===== src/hdl/grid_circle_collision_assert.svh =====
// ----------------------------------------------------------------------------
// Grid circle collision assertion macros
// Shared property forms for the collision block checks.
// ----------------------------------------------------------------------------
`ifndef GRID_CIRCLE_COLLISION_ASSERT_SVH
`define GRID_CIRCLE_COLLISION_ASSERT_SVH

// Same-cycle implication, quiet while reset is low.
`define GCC_ASSERT_IMP(lbl, ant, cons, msg) \
    lbl: assert property (@(posedge clk) disable iff (!rst_n) (ant) |-> (cons)) \
        else $error(msg);

// Next-cycle implication, quiet while reset is low.
`define GCC_ASSERT_NXT(lbl, ant, cons, msg) \
    lbl: assert property (@(posedge clk) disable iff (!rst_n) (ant) |=> (cons)) \
        else $error(msg);

`endif


===== src/hdl/gcc_pkg.sv =====
// ----------------------------------------------------------------------------
// Grid circle collision package
// Word types, state codes and arithmetic widths shared by the block.
// ----------------------------------------------------------------------------
package gcc_pkg;

    typedef enum logic [1:0] {
        OP_WRITE   = 2'd0,
        OP_WALK    = 2'd1,
        OP_RESOLVE = 2'd2,
        OP_READ    = 2'd3
    } op_t;

    typedef struct packed {
        op_t         operation;
        logic [7:0]  cell_col;
        logic [7:0]  cell_row;
        logic        rock_in;
        logic [13:0] pos_x;
        logic [13:0] pos_y;
        logic [7:0]  circle_radius;
    } cmd_t;

    typedef struct packed {
        logic        is_free;
        logic [13:0] new_x;
        logic [13:0] new_y;
        logic        rock_out;
    } rsp_t;

    localparam int CRD_W  = 22;
    localparam int CIDX_W = 12;
    localparam int MUL_W  = 18;
    localparam int DVD_W  = 16;
    localparam int DVS_W  = 8;
    localparam int POS_W  = 14;
    localparam logic [POS_W-1:0] POS_MAX = 14'h3FFF;

    typedef logic signed [CRD_W-1:0]   crd_t;
    typedef logic signed [CIDX_W-1:0]  cidx_t;
    typedef logic signed [MUL_W-1:0]   mop_t;
    typedef logic signed [2*MUL_W-1:0] mprod_t;
    typedef logic signed [2*MUL_W:0]   acc_t;

    typedef enum logic [4:0] {
        S_CLEAR,
        S_IDLE,
        S_DISPATCH,
        S_RDCELL,
        S_RDWAIT,
        S_WINIT,
        S_READ,
        S_SQX,
        S_SQY,
        S_SQR,
        S_CMP,
        S_SQRT,
        S_MULX,
        S_DSTX,
        S_DIVX,
        S_MULY,
        S_DSTY,
        S_DIVY,
        S_NEXT,
        S_WDONE,
        S_CLAMP,
        S_OUT
    } seq_state_t;

endpackage


===== src/hdl/gcc_divider.sv =====
// ----------------------------------------------------------------------------
// Unsigned divider
// Restoring division of a 16-bit magnitude by an 8-bit divisor, one bit per cycle.
// ----------------------------------------------------------------------------
module gcc_divider import gcc_pkg::*; (
    input  logic             clk,
    input  logic             rst_n,
    input  logic             start,
    input  logic [DVD_W-1:0] dividend,
    input  logic [DVS_W-1:0] divisor,
    output logic             done,
    output logic [DVD_W-1:0] quotient
);

    localparam int CNT_W = $clog2(DVD_W);

    logic [DVS_W-1:0] rem_reg, rem_next;
    logic [DVD_W-1:0] dq_reg, dq_next;
    logic [DVS_W-1:0] dvs_reg, dvs_next;
    logic [CNT_W-1:0] cnt_reg, cnt_next;
    logic             busy_reg, busy_next;
    logic             done_reg, done_next;
    logic [DVS_W:0]   shifted;
    logic             ge;

    always_comb
    begin
        shifted   = {rem_reg, dq_reg[DVD_W-1]};
        ge        = shifted >= {1'b0, dvs_reg};
        rem_next  = rem_reg;
        dq_next   = dq_reg;
        dvs_next  = dvs_reg;
        cnt_next  = cnt_reg;
        busy_next = busy_reg;
        done_next = 1'b0;
        if (start)
        begin
            rem_next  = '0;
            dq_next   = dividend;
            dvs_next  = divisor;
            cnt_next  = '0;
            busy_next = 1'b1;
        end
        else if (busy_reg)
        begin
            rem_next = ge ? DVS_W'(shifted - {1'b0, dvs_reg}) : DVS_W'(shifted);
            dq_next  = {dq_reg[DVD_W-2:0], ge};
            cnt_next = cnt_reg + CNT_W'(1);
            if (cnt_reg == CNT_W'(DVD_W - 1))
            begin
                busy_next = 1'b0;
                done_next = 1'b1;
            end
        end
    end

    always_ff @(posedge clk or negedge rst_n)
    begin
        if (!rst_n)
        begin
            busy_reg <= 1'b0;
            done_reg <= 1'b0;
            cnt_reg  <= '0;
        end
        else
        begin
            busy_reg <= busy_next;
            done_reg <= done_next;
            cnt_reg  <= cnt_next;
        end
    end

    always_ff @(posedge clk)
    begin
        rem_reg <= rem_next;
        dq_reg  <= dq_next;
        dvs_reg <= dvs_next;
    end

    assign done     = done_reg;
    assign quotient = dq_reg;

endmodule


===== config.mk =====
export PLATFORM = sky130hd
export DESIGN_NAME = gcc_divider
export DESIGN_NICKNAME = d
export VERILOG_FILES = /design/src/hdl/grid_circle_collision_assert.svh /design/src/hdl/gcc_pkg.sv /design/src/hdl/gcc_divider.sv
export SDC_FILE = /design/constraint.sdc
export NUM_CORES = 1
export LEC_CHECK = 0
export BUFFER_PORTS_ARGS = -buffer_cell sky130_fd_sc_hd__buf_2
export CAP_MARGIN = 20
export CORE_MARGIN = 1.5
export CORE_UTILIZATION = 35
export CTS_CLUSTER_SIZE = 20
export DETAILED_ROUTE_END_ITERATION = 10
export PLACE_DENSITY_LB_ADDON = 0.12
export SKIP_LAST_GASP = 1
export SLEW_MARGIN = 20
export SYNTH_ARGS = -nofsm -noshare
export SYNTH_HDL_FRONTEND = slang
export SYNTH_SLANG_ARGS = --single-unit

===== constraint.sdc =====
create_clock -name clk -period 3.14 [get_ports clk]
set_input_delay 0.157 -clock clk [delete_from_list [all_inputs] [get_ports clk]]
set_output_delay 0.157 -clock clk [all_outputs]
set_load 0.005 [all_outputs]

==> results_dict.tcl <==
set metrics [dict create \
    outcome "completed" \
    drc 0 \
    rsz0062_at_grt "false" \
    r2r_cells 8 \
    hold_viol 0 \
    avgRoutedWirePerCell_um 13.3 \
    portBuffers 43 \
    cp_max_fo 3 \
    ys_seq_area_share_pct 53.0 \
    p_comb_share_pct 33.8 \
    detailedPlace.worstSlack_ns 1.16 \
    syn-instance-count 161 \
    start_util_pct 37.2 \
    yosys.area_share.simple_pct 9.83 \
    min_path_cells 1 \
    insertion_delay_ns 0.29 \
    finalSetupTns_ns 0 \
    core.rowCount 26 \
    worstPathRequired_ns 3.35 \
    numCtsBuffers 5 \
    crit_type "reg -> reg" \
    finalSetupViolations 0 \
    grt_pass1_vias 1403 \
    htree_levels 2 \
    grt_max_degree 35 \
    pwr-share-seq_pct 41.2 \
    worstPathCellList "inv_1 -> ha_1 -> fa_1 -> nand2b_1 -> a21oi_1 -> nand3_1 -> and4_1 -> o31ai_2" \
    clockBufferDepth 2 \
    fill_cells 488 \
    synth_nets 198 \
    whs_endpoint "dvs_reg[0]$_DFFE_PP_" \
    drive_gt1_share_pct 35.9 \
    fp.dieW_um 77.6 \
    synth_ff_type "edfxtp_1" \
    layout_min_cycle_time_ns 1.98 \
    cts_num_sinks 38 \
    antenna_cells 0 \
    worst_slew_pin_slew_ns 0.654 \
    crit_slowest_cell "fa_1" \
    r2r_slack_ns 1.16 \
    final_common_cell "buf_2" \
    utilization_pct 44.6 \
    min_from "divisor[0]" \
    grt-ovfl-total 0 \
    avgSynthCellArea_um2 12.1 \
    period_share_pct 63.1 \
    wirelength_um 3700 \
    critPathMaxStageDelay_ns 0.40 \
    grt_usage_pct 13.6 \
    drt_first_pass_iters 4 \
    avgViaCountPerCell 4.71 \
    syn_area_um2 1950 \
    core_um2 5240 \
    die_area_um2 6020 \
    cp-end-kind "register" \
    muxShareOfSynthArea_pct 12.6 \
    cp-start-kind "register" \
    synth_compound_area_share_pct 9.96 \
    clock_skew_ns 0.00396 \
    area_growth_syn_to_layout_pct 20.0 \
    ys_types 40 \
    clock_tree.root_cell "clkbuf_8" \
    r2r_end "rem_reg[6]$_SDFFE_PP0P_" \
    cp_top_family "adder cells" \
    slew_viol_final 0 \
    grt_first_pass_wirelength_um 6350 \
    synth_top_family_by_area "multiplexers" \
    critical_path_arrival_ns 2.19 \
    place_congestion 0.793 \
    ir_worst_vdd_mv 0.238 \
    relSlewSlack_pct 56.4 \
    async_flop_share_pct 15.8 \
    rr_startpoint "quotient[15]$_DFFE_PP_" \
    antenna_found_initial 0 \
    yosys_warnings 0 \
    vias 1314 \
    synth_xor_area_share_pct 3.60 \
    drt_iter0_drc 54 \
    die_h_um 77.6 \
    dp_hpwl_um 2750 \
    placed_area_um2 2220 \
    synth_edf_count 24 \
    worst_slack_ns 1.16 \
    largest_reg_flops 16 \
    p_leak_nw 1.01 \
    switching_share_pct 31.0 \
    synth_fa_ha_area_share_pct 6.81 \
    power_density_nw_per_um2 698 \
    pwr-share-clk_pct 25.0 \
    ctsResizeCount 0 \
    p_sw_uw 506 \
    final_cell_mix "buf_2 (43), edfxtp_1 (24), nor2_1 (17), mux2_2 (16), inv_1 (12)" \
    ant_nets 0 \
    max_clock_freq_ghz 0.504 \
    clk_pin_slew_worst_paths_ns 0.07 \
    hp-class "in -> reg" \
    synth-seq-cells 38 \
    nNetsFinal 245 \
    io_pins 44 \
    intPower_mw 1.13 \
    cts_tree "yes" \
    design_area_um2 2340 \
    maxCapViolations 0 \
    critical_path_buf_inv_count 1 \
]
## metal layers
layer | global-route usage, % | share of wire (%) | wire length (um) | vias to the layer above
li1 | - | - | - | 664
met1 | 16.2 | 45 | 1650 | 614
met2 | 22.9 | 50 | 1860 | 30
met3 | 3.88 | 3.5 | 131 | 6
met4 | 5.45 | 1.6 | 59 | 0
met5 | 0 | 0 | 0 | -
## cell families after synthesis
family | count (synthesis)
AND/OR/NAND/NOR | 42
flip-flops | 38
AO/OA/AOI/OAI | 24
multiplexers | 22
buffers and inverters | 17
adder cells (fa/ha/maj) | 10
XOR/XNOR | 8
## cells in the mapped netlist, types with 2 or more instances
master,count,area [um^2]
o21ai_1,4,20.0
mux2_2,16,180
nand3_1,3,15.0
dfxtp_1,8,160
nor2_1,17,63.8
a21oi_1,4,20.0
a21oi_2,2,17.5
xnor2_1,4,35.0
dfrtp_1,6,150
ha_1,9,113
nand2_1,11,41.3
inv_1,12,45.0
edfxtp_1,24,721
a211oi_2,2,25.0
xor2_1,4,35.0
nand2b_1,3,18.8
nor2b_1,4,25.0
mux2i_1,5,50.1
buf_2,2,10.0
## stage by stage
stage | std cells | total power [mW] | hold WS (ns)
floorplan | 161 | 1.13 | -0.139
global placement | 270 | 1.22 | -0.0142
detailed placement | 270 | 1.24 | -0.00984
CTS | 279 | 1.65 | 0.0334
global route | 279 | 1.74 | 0.0248
finish | 279 | 1.63 | 0.0414
## repair_timing
action / CTS / global route
buffers inserted: 0 / 0
hold buffers: 1 / 0
endpoints found under the hold margin: 6 / 0
## power by group through the flow
| stage | logic [mW] | registers (mW) | clock network, mW |
|---|---|---|---|
| after CTS | 0.556 | 0.673 | 0.422 |
| after global placement | 0.542 | 0.681 | 0 |
| after detailed placement | 0.554 | 0.681 | 0 |
| after floorplan | 0.463 | 0.671 | 0 |
| final | 0.551 | 0.672 | 0.408 |
| after global routing | 0.614 | 0.684 | 0.447 |
## worst max-delay path by stage
stage / from / endpoint / slack (ns) / depth (start not counted)
after floorplan: quotient[15]$_DFFE_PP_ / rem_reg[6]$_SDFFE_PP0P_ / 1.33 / 8
after global placement: quotient[15]$_DFFE_PP_ / rem_reg[6]$_SDFFE_PP0P_ / 1.20 / 8
after detailed placement: quotient[15]$_DFFE_PP_ / rem_reg[6]$_SDFFE_PP0P_ / 1.16 / 8
after CTS: quotient[15]$_DFFE_PP_ / rem_reg[6]$_SDFFE_PP0P_ / 1.15 / 8
after global routing: quotient[15]$_DFFE_PP_ / rem_reg[6]$_SDFFE_PP0P_ / 1.05 / 8
final: quotient[15]$_DFFE_PP_ / rem_reg[6]$_SDFFE_PP0P_ / 1.16 / 8
## cell type report
| cell class | instances | area [um^2] | area share [%] |
|---|---|---|---|
| sequential | 38 | 1030 | 44.1 |
| multi-input combinational | 106 | 833 | 35.7 |
| inverter | 12 | 45.0 | 1.93 |
| clock buffer | 7 | 76.3 | 3.27 |
| timing repair buffer | 45 | 233 | 9.96 |
| clock inverter | 1 | 30.0 | 1.29 |
| tap | 70 | 87.6 | 3.75 |
Power figures use the tool's default switching activity.
