$ cat src/hdl/grid_circle_collision_assert.svh
// ----------------------------------------------------------------------------
// Grid circle collision assertion macros
// Shared property forms for the collision block checks.
// ----------------------------------------------------------------------------
`ifndef GRID_CIRCLE_COLLISION_ASSERT_SVH
`define GRID_CIRCLE_COLLISION_ASSERT_SVH

// Same-cycle implication, quiet while reset is low.
`define GCC_ASSERT_IMP(lbl, ant, cons, msg) \
    lbl: assert property (@(posedge clk) disable iff (!rst_n) (ant) |-> (cons)) \
        else $error(msg);

// Next-cycle implication, quiet while reset is low.
`define GCC_ASSERT_NXT(lbl, ant, cons, msg) \
    lbl: assert property (@(posedge clk) disable iff (!rst_n) (ant) |=> (cons)) \
        else $error(msg);

`endif

$ cat src/hdl/gcc_pkg.sv
// ----------------------------------------------------------------------------
// Grid circle collision package
// Word types, state codes and arithmetic widths shared by the block.
// ----------------------------------------------------------------------------
package gcc_pkg;

    typedef enum logic [1:0] {
        OP_WRITE   = 2'd0,
        OP_WALK    = 2'd1,
        OP_RESOLVE = 2'd2,
        OP_READ    = 2'd3
    } op_t;

    typedef struct packed {
        op_t         operation;
        logic [7:0]  cell_col;
        logic [7:0]  cell_row;
        logic        rock_in;
        logic [13:0] pos_x;
        logic [13:0] pos_y;
        logic [7:0]  circle_radius;
    } cmd_t;

    typedef struct packed {
        logic        is_free;
        logic [13:0] new_x;
        logic [13:0] new_y;
        logic        rock_out;
    } rsp_t;

    localparam int CRD_W  = 22;
    localparam int CIDX_W = 12;
    localparam int MUL_W  = 18;
    localparam int DVD_W  = 16;
    localparam int DVS_W  = 8;
    localparam int POS_W  = 14;
    localparam logic [POS_W-1:0] POS_MAX = 14'h3FFF;

    typedef logic signed [CRD_W-1:0]   crd_t;
    typedef logic signed [CIDX_W-1:0]  cidx_t;
    typedef logic signed [MUL_W-1:0]   mop_t;
    typedef logic signed [2*MUL_W-1:0] mprod_t;
    typedef logic signed [2*MUL_W:0]   acc_t;

    typedef enum logic [4:0] {
        S_CLEAR,
        S_IDLE,
        S_DISPATCH,
        S_RDCELL,
        S_RDWAIT,
        S_WINIT,
        S_READ,
        S_SQX,
        S_SQY,
        S_SQR,
        S_CMP,
        S_SQRT,
        S_MULX,
        S_DSTX,
        S_DIVX,
        S_MULY,
        S_DSTY,
        S_DIVY,
        S_NEXT,
        S_WDONE,
        S_CLAMP,
        S_OUT
    } seq_state_t;

endpackage

$ cat src/hdl/gcc_isqrt.sv
// ----------------------------------------------------------------------------
// Integer square root
// Floored root of a 16-bit value, two radicand bits per cycle.
// ----------------------------------------------------------------------------
module gcc_isqrt import gcc_pkg::*; (
    input  logic             clk,
    input  logic             rst_n,
    input  logic             start,
    input  logic [DVD_W-1:0] value,
    output logic             done,
    output logic [DVS_W-1:0] root
);

    logic [DVD_W-1:0] rem_reg, rem_next;
    logic [DVD_W-1:0] res_reg, res_next;
    logic [DVD_W-1:0] bit_reg, bit_next;
    logic             busy_reg, busy_next;
    logic             done_reg, done_next;
    logic [DVD_W:0]   trial;
    logic             ge;

    always_comb
    begin
        trial     = {1'b0, res_reg} + {1'b0, bit_reg};
        ge        = {1'b0, rem_reg} >= trial;
        rem_next  = rem_reg;
        res_next  = res_reg;
        bit_next  = bit_reg;
        busy_next = busy_reg;
        done_next = 1'b0;
        if (start)
        begin
            rem_next  = value;
            res_next  = '0;
            bit_next  = {2'b01, {(DVD_W-2){1'b0}}};
            busy_next = 1'b1;
        end
        else if (busy_reg)
        begin
            if (ge)
            begin
                rem_next = DVD_W'({1'b0, rem_reg} - trial);
                res_next = (res_reg >> 1) + bit_reg;
            end
            else
            begin
                res_next = res_reg >> 1;
            end
            bit_next = bit_reg >> 2;
            if (bit_reg == DVD_W'(1))
            begin
                busy_next = 1'b0;
                done_next = 1'b1;
            end
        end
    end

    always_ff @(posedge clk or negedge rst_n)
    begin
        if (!rst_n)
        begin
            busy_reg <= 1'b0;
            done_reg <= 1'b0;
        end
        else
        begin
            busy_reg <= busy_next;
            done_reg <= done_next;
        end
    end

    always_ff @(posedge clk)
    begin
        rem_reg <= rem_next;
        res_reg <= res_next;
        bit_reg <= bit_next;
    end

    assign done = done_reg;
    assign root = res_reg[DVS_W-1:0];

endmodule

$ cat config.mk
export PLATFORM = sky130hd
export DESIGN_NAME = gcc_isqrt
export DESIGN_NICKNAME = d
export VERILOG_FILES = /design/src/hdl/grid_circle_collision_assert.svh /design/src/hdl/gcc_pkg.sv /design/src/hdl/gcc_isqrt.sv
export SDC_FILE = /design/constraint.sdc
export NUM_CORES = 1
export LEC_CHECK = 0
export BUFFER_PORTS_ARGS = -buffer_cell sky130_fd_sc_hd__buf_2
export CAP_MARGIN = 40
export CORE_ASPECT_RATIO = 0.8
export CORE_MARGIN = 4
export CORE_UTILIZATION = 46
export DETAILED_ROUTE_END_ITERATION = 6
export GPL_ROUTABILITY_DRIVEN = 0
export PLACE_DENSITY_LB_ADDON = 0.25
export SYNTH_ARGS = -nofsm -noshare
export SYNTH_HDL_FRONTEND = slang
export SYNTH_SLANG_ARGS = --single-unit
$ cat constraint.sdc
create_clock -name clk -period 4.5 [get_ports clk]
set_input_delay 0.9 -clock clk [delete_from_list [all_inputs] [get_ports clk]]
set_output_delay 0.9 -clock clk [all_outputs]
set_load 0.01 [all_outputs]
==> results of run 1 <==
[cells in the mapped netlist, types with 2 or more instances]
library cell	count
a2111oi_0	2
a2111oi_2	2
a211o_1	2
a211oi_1	4
a21o_1	11
a21oi_1	11
a31o_2	3
a31oi_1	8
a32oi_1	5
and2_1	3
and3_1	4
buf_4	9
clkbuf_1	12
dfrtp_1	2
dfxtp_1	24
edfxtp_1	16
ha_1	34
inv_1	7
mux2_2	2
mux2i_1	13
nand2_1	42
nand2b_1	9
nand3_1	10
nand4_1	3
nor2_1	35
nor3_1	5
o21a_1	5
o21ai_0	23
o21ai_1	6
o21bai_1	6
o31ai_1	6
or2_2	2
or4_1	4
xnor2_1	14
xor2_1	16
[logic make-up after synthesis]
kind of cell	share of synthesized area
xor+xnor	0.0780
buf+inv	0.0446
fa+ha+maj	0.132
simple gates	0.173
flops	0.300
compound gates	0.223
mux	0.0486
[final cells by class]
type / instances / share of cell area
Sequential cell: 42 / 0.273
Clock buffer: 6 / 0.0254
Inverter: 7 / 0.00710
Multi-Input combinational cell: 311 / 0.610
Tap cell: 87 / 0.0294
Clock inverter: 2 / 0.0105
Timing Repair Buffer: 30 / 0.0446
[stage by stage]
stage,power [mW],hold slack [ps],utilization
after global routing,2.89,353,0.529
after detailed placement,2.23,523,0.503
after CTS,2.59,352,0.522
after floorplan,1.94,477,-
final,2.67,357,0.529
after global placement,2.19,493,0.503
[layout by cell type (no fill, tap or decap), types with 6 or more instances in the layout]
cell type / count
nand2b_1: 9
buf_2: 27
ha_1: 34
edfxtp_1: 16
a21o_1: 11
inv_1: 7
nand3_1: 10
o21ai_0: 23
dfxtp_1: 23
mux2i_1: 13
nor2_1: 35
xnor2_1: 14
nand2_1: 42
o31ai_1: 6
a31oi_1: 6
xor2_1: 16
o21ai_1: 6
a21oi_1: 11
[report_power, final]
| group | leakage, nW | switching, mW | internal, mW |
|---|---|---|---|
| Sequential | 0.385 | 0.118 | 0.572 |
| Clock | 0.0665 | 0.146 | 0.200 |
| Combinational | 1.16 | 0.940 | 0.698 |
| Total | 1.61 | 1.20 | 1.47 |
[path summary, 6_finish.rpt]
check | start | slack, ps | end
setup / recovery | bit_reg[0]$_SDFFE_PP0P_ | 230 | rem_reg[11]$_DFFE_PP_
hold reg to reg | res_reg[2]$_SDFFE_PP0P_ | 510 | res_reg[2]$_SDFFE_PP0P_
min in group clk | res_reg[2]$_SDFFE_PP0P_ | 510 | res_reg[2]$_SDFFE_PP0P_
max in group asynchronous | rst_n | 4050 | done$_DFF_PN0_
hold / removal | rst_n | 360 | busy_reg$_DFF_PN0_
setup reg to reg | bit_reg[0]$_SDFFE_PP0P_ | 230 | rem_reg[11]$_DFFE_PP_
[routing by layer]
metal	vias up	GRT usage
met2	53	0.293
met4	0	0.0459
met5	-	0
met3	5	0.0277
met1	1317	0.257
li1	1442	-
[repair_timing]
item,4_1_cts,5_1_grt
hold endpoints to repair,0,0
setup endpoints to repair,0,31
setup buffers,0,0
gates resized for setup,0,8
==> results_dict.tcl, run 1 <==
set metrics [dict create \
    cp_num_buf_inv 1 \
    portBuffers 27 \
    layout-drive-gt1-share 0.146 \
    n_antenna_cell 0 \
    cp-start-kind "flip-flop" \
    wl_met1_um 4040 \
    drv_cap 0 \
    hp-class "primary input to async pin" \
    cts.clk_slew.worst_paths_ps 90 \
    relSlewSlack 0.413 \
    critPathKind "flip-flop to flip-flop" \
    nFillCells 650 \
    grt_max_degree 49 \
    hold_viol_final 0 \
    cp.depth 16 \
    setup_viol 0 \
    power_density_nw_per_um2 722 \
    hpwl_um 5800 \
    wl_per_cell_um 16.7 \
    arrival_ps 4280 \
    core_um2 6990 \
    cts.sinks 42 \
    critPathMaxFanout 16 \
    synth_flop_cell "dfxtp_1" \
    cts_tree "done" \
    worst_pin_slew_ps 877 \
    yosys_warnings 0 \
    grt_pass1_vias 2725 \
    critPathSlowestCell "or4_4" \
    routed_via_density 5.81 \
    crit_required_ps 4500 \
    reg2reg_depth 16 \
    die-area_um2 8770 \
    final_cell_area_um2 3700 \
    clock_path_buffers 2 \
    rsz0062_at_grt "false" \
    ys_ff_latch 42 \
    drcViolationCount 0 \
    netlist_instances 381 \
    ys_seq_area_frac 0.300 \
    syn_area_um2 3370 \
    boundaryPins 28 \
    fin_nets 451 \
    fin_tns_setup_ps 0 \
    grtUsageTotal 0.182 \
    multi_input_area_um2 2260 \
    dr.first_iter.drc_count 139 \
    clock-skew-final_ps 9.59 \
    slew_viol_final 0 \
    cellLeakagePower_nw 1.61 \
    cts_hold_buf 0 \
    die_y_um 84.6 \
    syn_to_final_growth_pct 9.84 \
    max_freq_mhz 234 \
    start_util 0.482 \
    dp_cells 476 \
    crit_family "compound AO/OA/AOI/OAI gates" \
    wl_met2_um 3700 \
    synth_top_area_share 0.143 \
    period_minus_slack_ps 4270 \
    synth.area.top_cells "dfxtp_1 (14%), edfxtp_1 (14%), ha_1 (13%)" \
    synth_edf_count 16 \
    vias 2817 \
    worst_slack_ps 228 \
    grt-ovfl-total 0 \
    first_pass_iters 4 \
    route.met3.wl_um 292 \
    async_flop_share 0.0476 \
    seq_area_um2 1010 \
    syn-num-nets 435 \
    drt.antenna.violating_nets 0 \
    ir_worst_vdd_v 0.000323 \
    synth_top_cell_by_area "dfxtp_1" \
    postSynthAreaPerCell_um2 8.84 \
    top_layer_used "met4" \
    outcome "complete, no violations" \
    die_w_um 104 \
    end_kind "flip-flop" \
    grt_pass1_wl_um 13400 \
    crit_chain "ha_1, ha_1, a211o_1, a41oi_2, o21ai_0, and3_1, o21ai_0, xor2_1, ha_1, nand2_1, or4_4, nor3_2, or2_4, o211ai_4, o21bai_4, buf_8" \
    dpl_cell_area_um2 3520 \
    root_buffer "clkbuf_8" \
    cpMostUsedCell "ha_1" \
    slowest_delay_ps 420 \
    period_share 0.949 \
    antenna_found_initial 0 \
    wl_um 8080 \
    pre_cts_ws_ps 56.4 \
    rows 27 \
    cts_made_buffers 5 \
    insertion_delay_ps 300 \
    cts_max_level 2 \
    instances_no_fill 485 \
    yosys.cell_types.count 56 \
]
(Power assumes the default switching activity.)
==> inputs of run 2 (changes only) <==
--- a/config.mk
+++ b/config.mk
@@ -5,7 +5,7 @@
 export SDC_FILE = /design/constraint.sdc
 export NUM_CORES = 1
 export LEC_CHECK = 0
-export BUFFER_PORTS_ARGS = -buffer_cell sky130_fd_sc_hd__buf_2
+export BUFFER_PORTS_ARGS = -buffer_cell sky130_fd_sc_hd__buf_4
 export CAP_MARGIN = 40
 export CORE_ASPECT_RATIO = 0.8
 export CORE_MARGIN = 4
==> run 2 against run 1 <==
Net effect:
- combinational power barely moved
- design area rose by 2.1%
- via count rose by 1.3%
- total power rose by 0.69%
- non-clock buffer count rose by 3
- clock power rose by 1%
- flip-flop and latch count did not move
- hold slack improved by 2.6 ps
- critical path type unchanged
- highest routed layer unchanged
==> results_dict.tcl, run 2 (synthesis gave the netlist of run 1 again) <==
set metrics [dict create \
    portBuffers 27 \
    ir_worst_vdd_v 0.000319 \
    die-area_um2 8770 \
    cts_tree "done" \
    clock-skew-final_ps 5.50 \
    worst_slack_ps 267 \
    vias 2855 \
    grt_max_degree 49 \
    hold_ws_ps 360 \
    outcome "complete, no violations" \
    power_density_nw_per_um2 712 \
    slew_viol_final 0 \
    nFillCells 676 \
    hpwl_um 5670 \
    arrival_ps 4250 \
    cp-start-kind "flip-flop" \
    die_w_um 104 \
    reg2reg_setup_slack_ps 270 \
    r2r-end "rem_reg[15]$_DFFE_PP_" \
    core_um2 6990 \
    reg2reg_depth 15 \
    fin_tns_setup_ps 0 \
    relSlewSlack 0.372 \
    cp-startpoint "bit_reg[2]$_SDFFE_PP0P_" \
    drv_cap 0 \
    crit_required_ps 4510 \
    critPathMaxFanout 16 \
    dr.first_iter.drc_count 97 \
    worst_pin_slew_ps 939 \
    cts_made_buffers 5 \
    clock_path_buffers 2 \
    drt.antenna.violating_nets 0 \
    grtUsageTotal 0.177 \
    cellLeakagePower_nw 1.64 \
    root_buffer "clkbuf_8" \
    dp_cells 476 \
    start_util 0.482 \
    endpoint "rem_reg[15]$_DFFE_PP_" \
    drcViolationCount 0 \
    syn_to_final_growth_pct 12.2 \
    wl_um 7930 \
    cp.depth 15 \
    period_share 0.941 \
    layout-drive-gt1-share 0.152 \
    cts_max_level 2 \
    setup_viol 0 \
    cts.sinks 42 \
    die_y_um 84.6 \
    period_minus_slack_ps 4230 \
    end_kind "flip-flop" \
    max_freq_mhz 236 \
    crit_family "compound AO/OA/AOI/OAI gates" \
    first_pass_iters 5 \
    antenna_found_initial 0 \
    grt_pass1_wl_um 12900 \
    slowest_delay_ps 430 \
    final_common_cell "nand2_1" \
    critPathSlowestCell "or4_4" \
    cp_num_buf_inv 1 \
    worstReg2RegStart "bit_reg[2]$_SDFFE_PP0P_" \
    crit_chain "ha_1, a31oi_2, o21bai_1, a31oi_2, o21ai_0, a31o_2, xnor2_1, ha_1, nand2_1, or4_4, nor3_2, or2_4, o211ai_4, o21bai_2, buf_6" \
    critPathKind "flip-flop to flip-flop" \
    insertion_delay_ps 300 \
    boundaryPins 28 \
    final_cell_mix "nand2_1 (42), nor2_1 (35), ha_1 (34)" \
    hold_viol_final 0 \
    cts_hold_buf 0 \
    rows 27 \
    pre_cts_ws_ps 45.2 \
    wl_per_cell_um 16.3 \
    grt_pass1_vias 2752 \
    routed_via_density 5.85 \
    final_core_util 0.541 \
    fin_nets 454 \
    grt-ovfl-total 0 \
    hp-class "primary input to async pin" \
    n_antenna_cell 0 \
    instances_no_fill 488 \
    cts.clk_slew.worst_paths_ps 90 \
]
-- run 2: repair_timing --
item / in CTS / in global routing
setup endpoints to repair: 0 / 31
resized for setup: 0 / 7
setup buffers: 0 / 3
-- run 2: area by class of cell --
type                       count  area [um2]  area share
clock buffer                   6        93.8      0.0248
clock inverter                 2        38.8      0.0103
sequential                    42        1010       0.268
multi-input combinational    311        2250       0.595
inverter                       7        26.3     0.00695
timing repair buffer          33         251      0.0665
tap                           87         109      0.0288
-- run 2: per-stage QoR --
step	cell area, um2	power (mW)
floorplan	3370	1.94
global placement	3580	2.20
detailed placement	3580	2.23
CTS	3720	2.60
global route	3780	2.92
finish	3780	2.69
-- run 2: power by group --
part           switching, mW  internal, mW
clock                  0.150         0.200
sequential             0.118         0.572
combinational          0.922         0.730
-- run 2: metal layers --
metal	track usage	part of all wire	vias up
li1	-	-	1444
met1	0.236	0.49	1355
met2	0.296	0.46	47
met3	0.0315	0.041	9
met4	0.0471	0.012	0
met5	0	0	-
-- run 2: worst min-delay path by stage --
stage / from / end / slack (ps) / cells past startpoint
2_1_floorplan: res_reg[12]$_SDFFE_PP0P_ / res_reg[12]$_SDFFE_PP0P_ / 480 / 2
5_1_grt: rst_n / done$_DFF_PN0_ / 350 / 1
4_1_cts: rst_n / busy_reg$_DFF_PN0_ / 350 / 1
3_3_place_gp: res_reg[0]$_SDFFE_PP0P_ / res_reg[0]$_SDFFE_PP0P_ / 500 / 2
3_5_place_dp: res_reg[0]$_SDFFE_PP0P_ / res_reg[0]$_SDFFE_PP0P_ / 500 / 2
6_report: rst_n / done$_DFF_PN0_ / 360 / 1
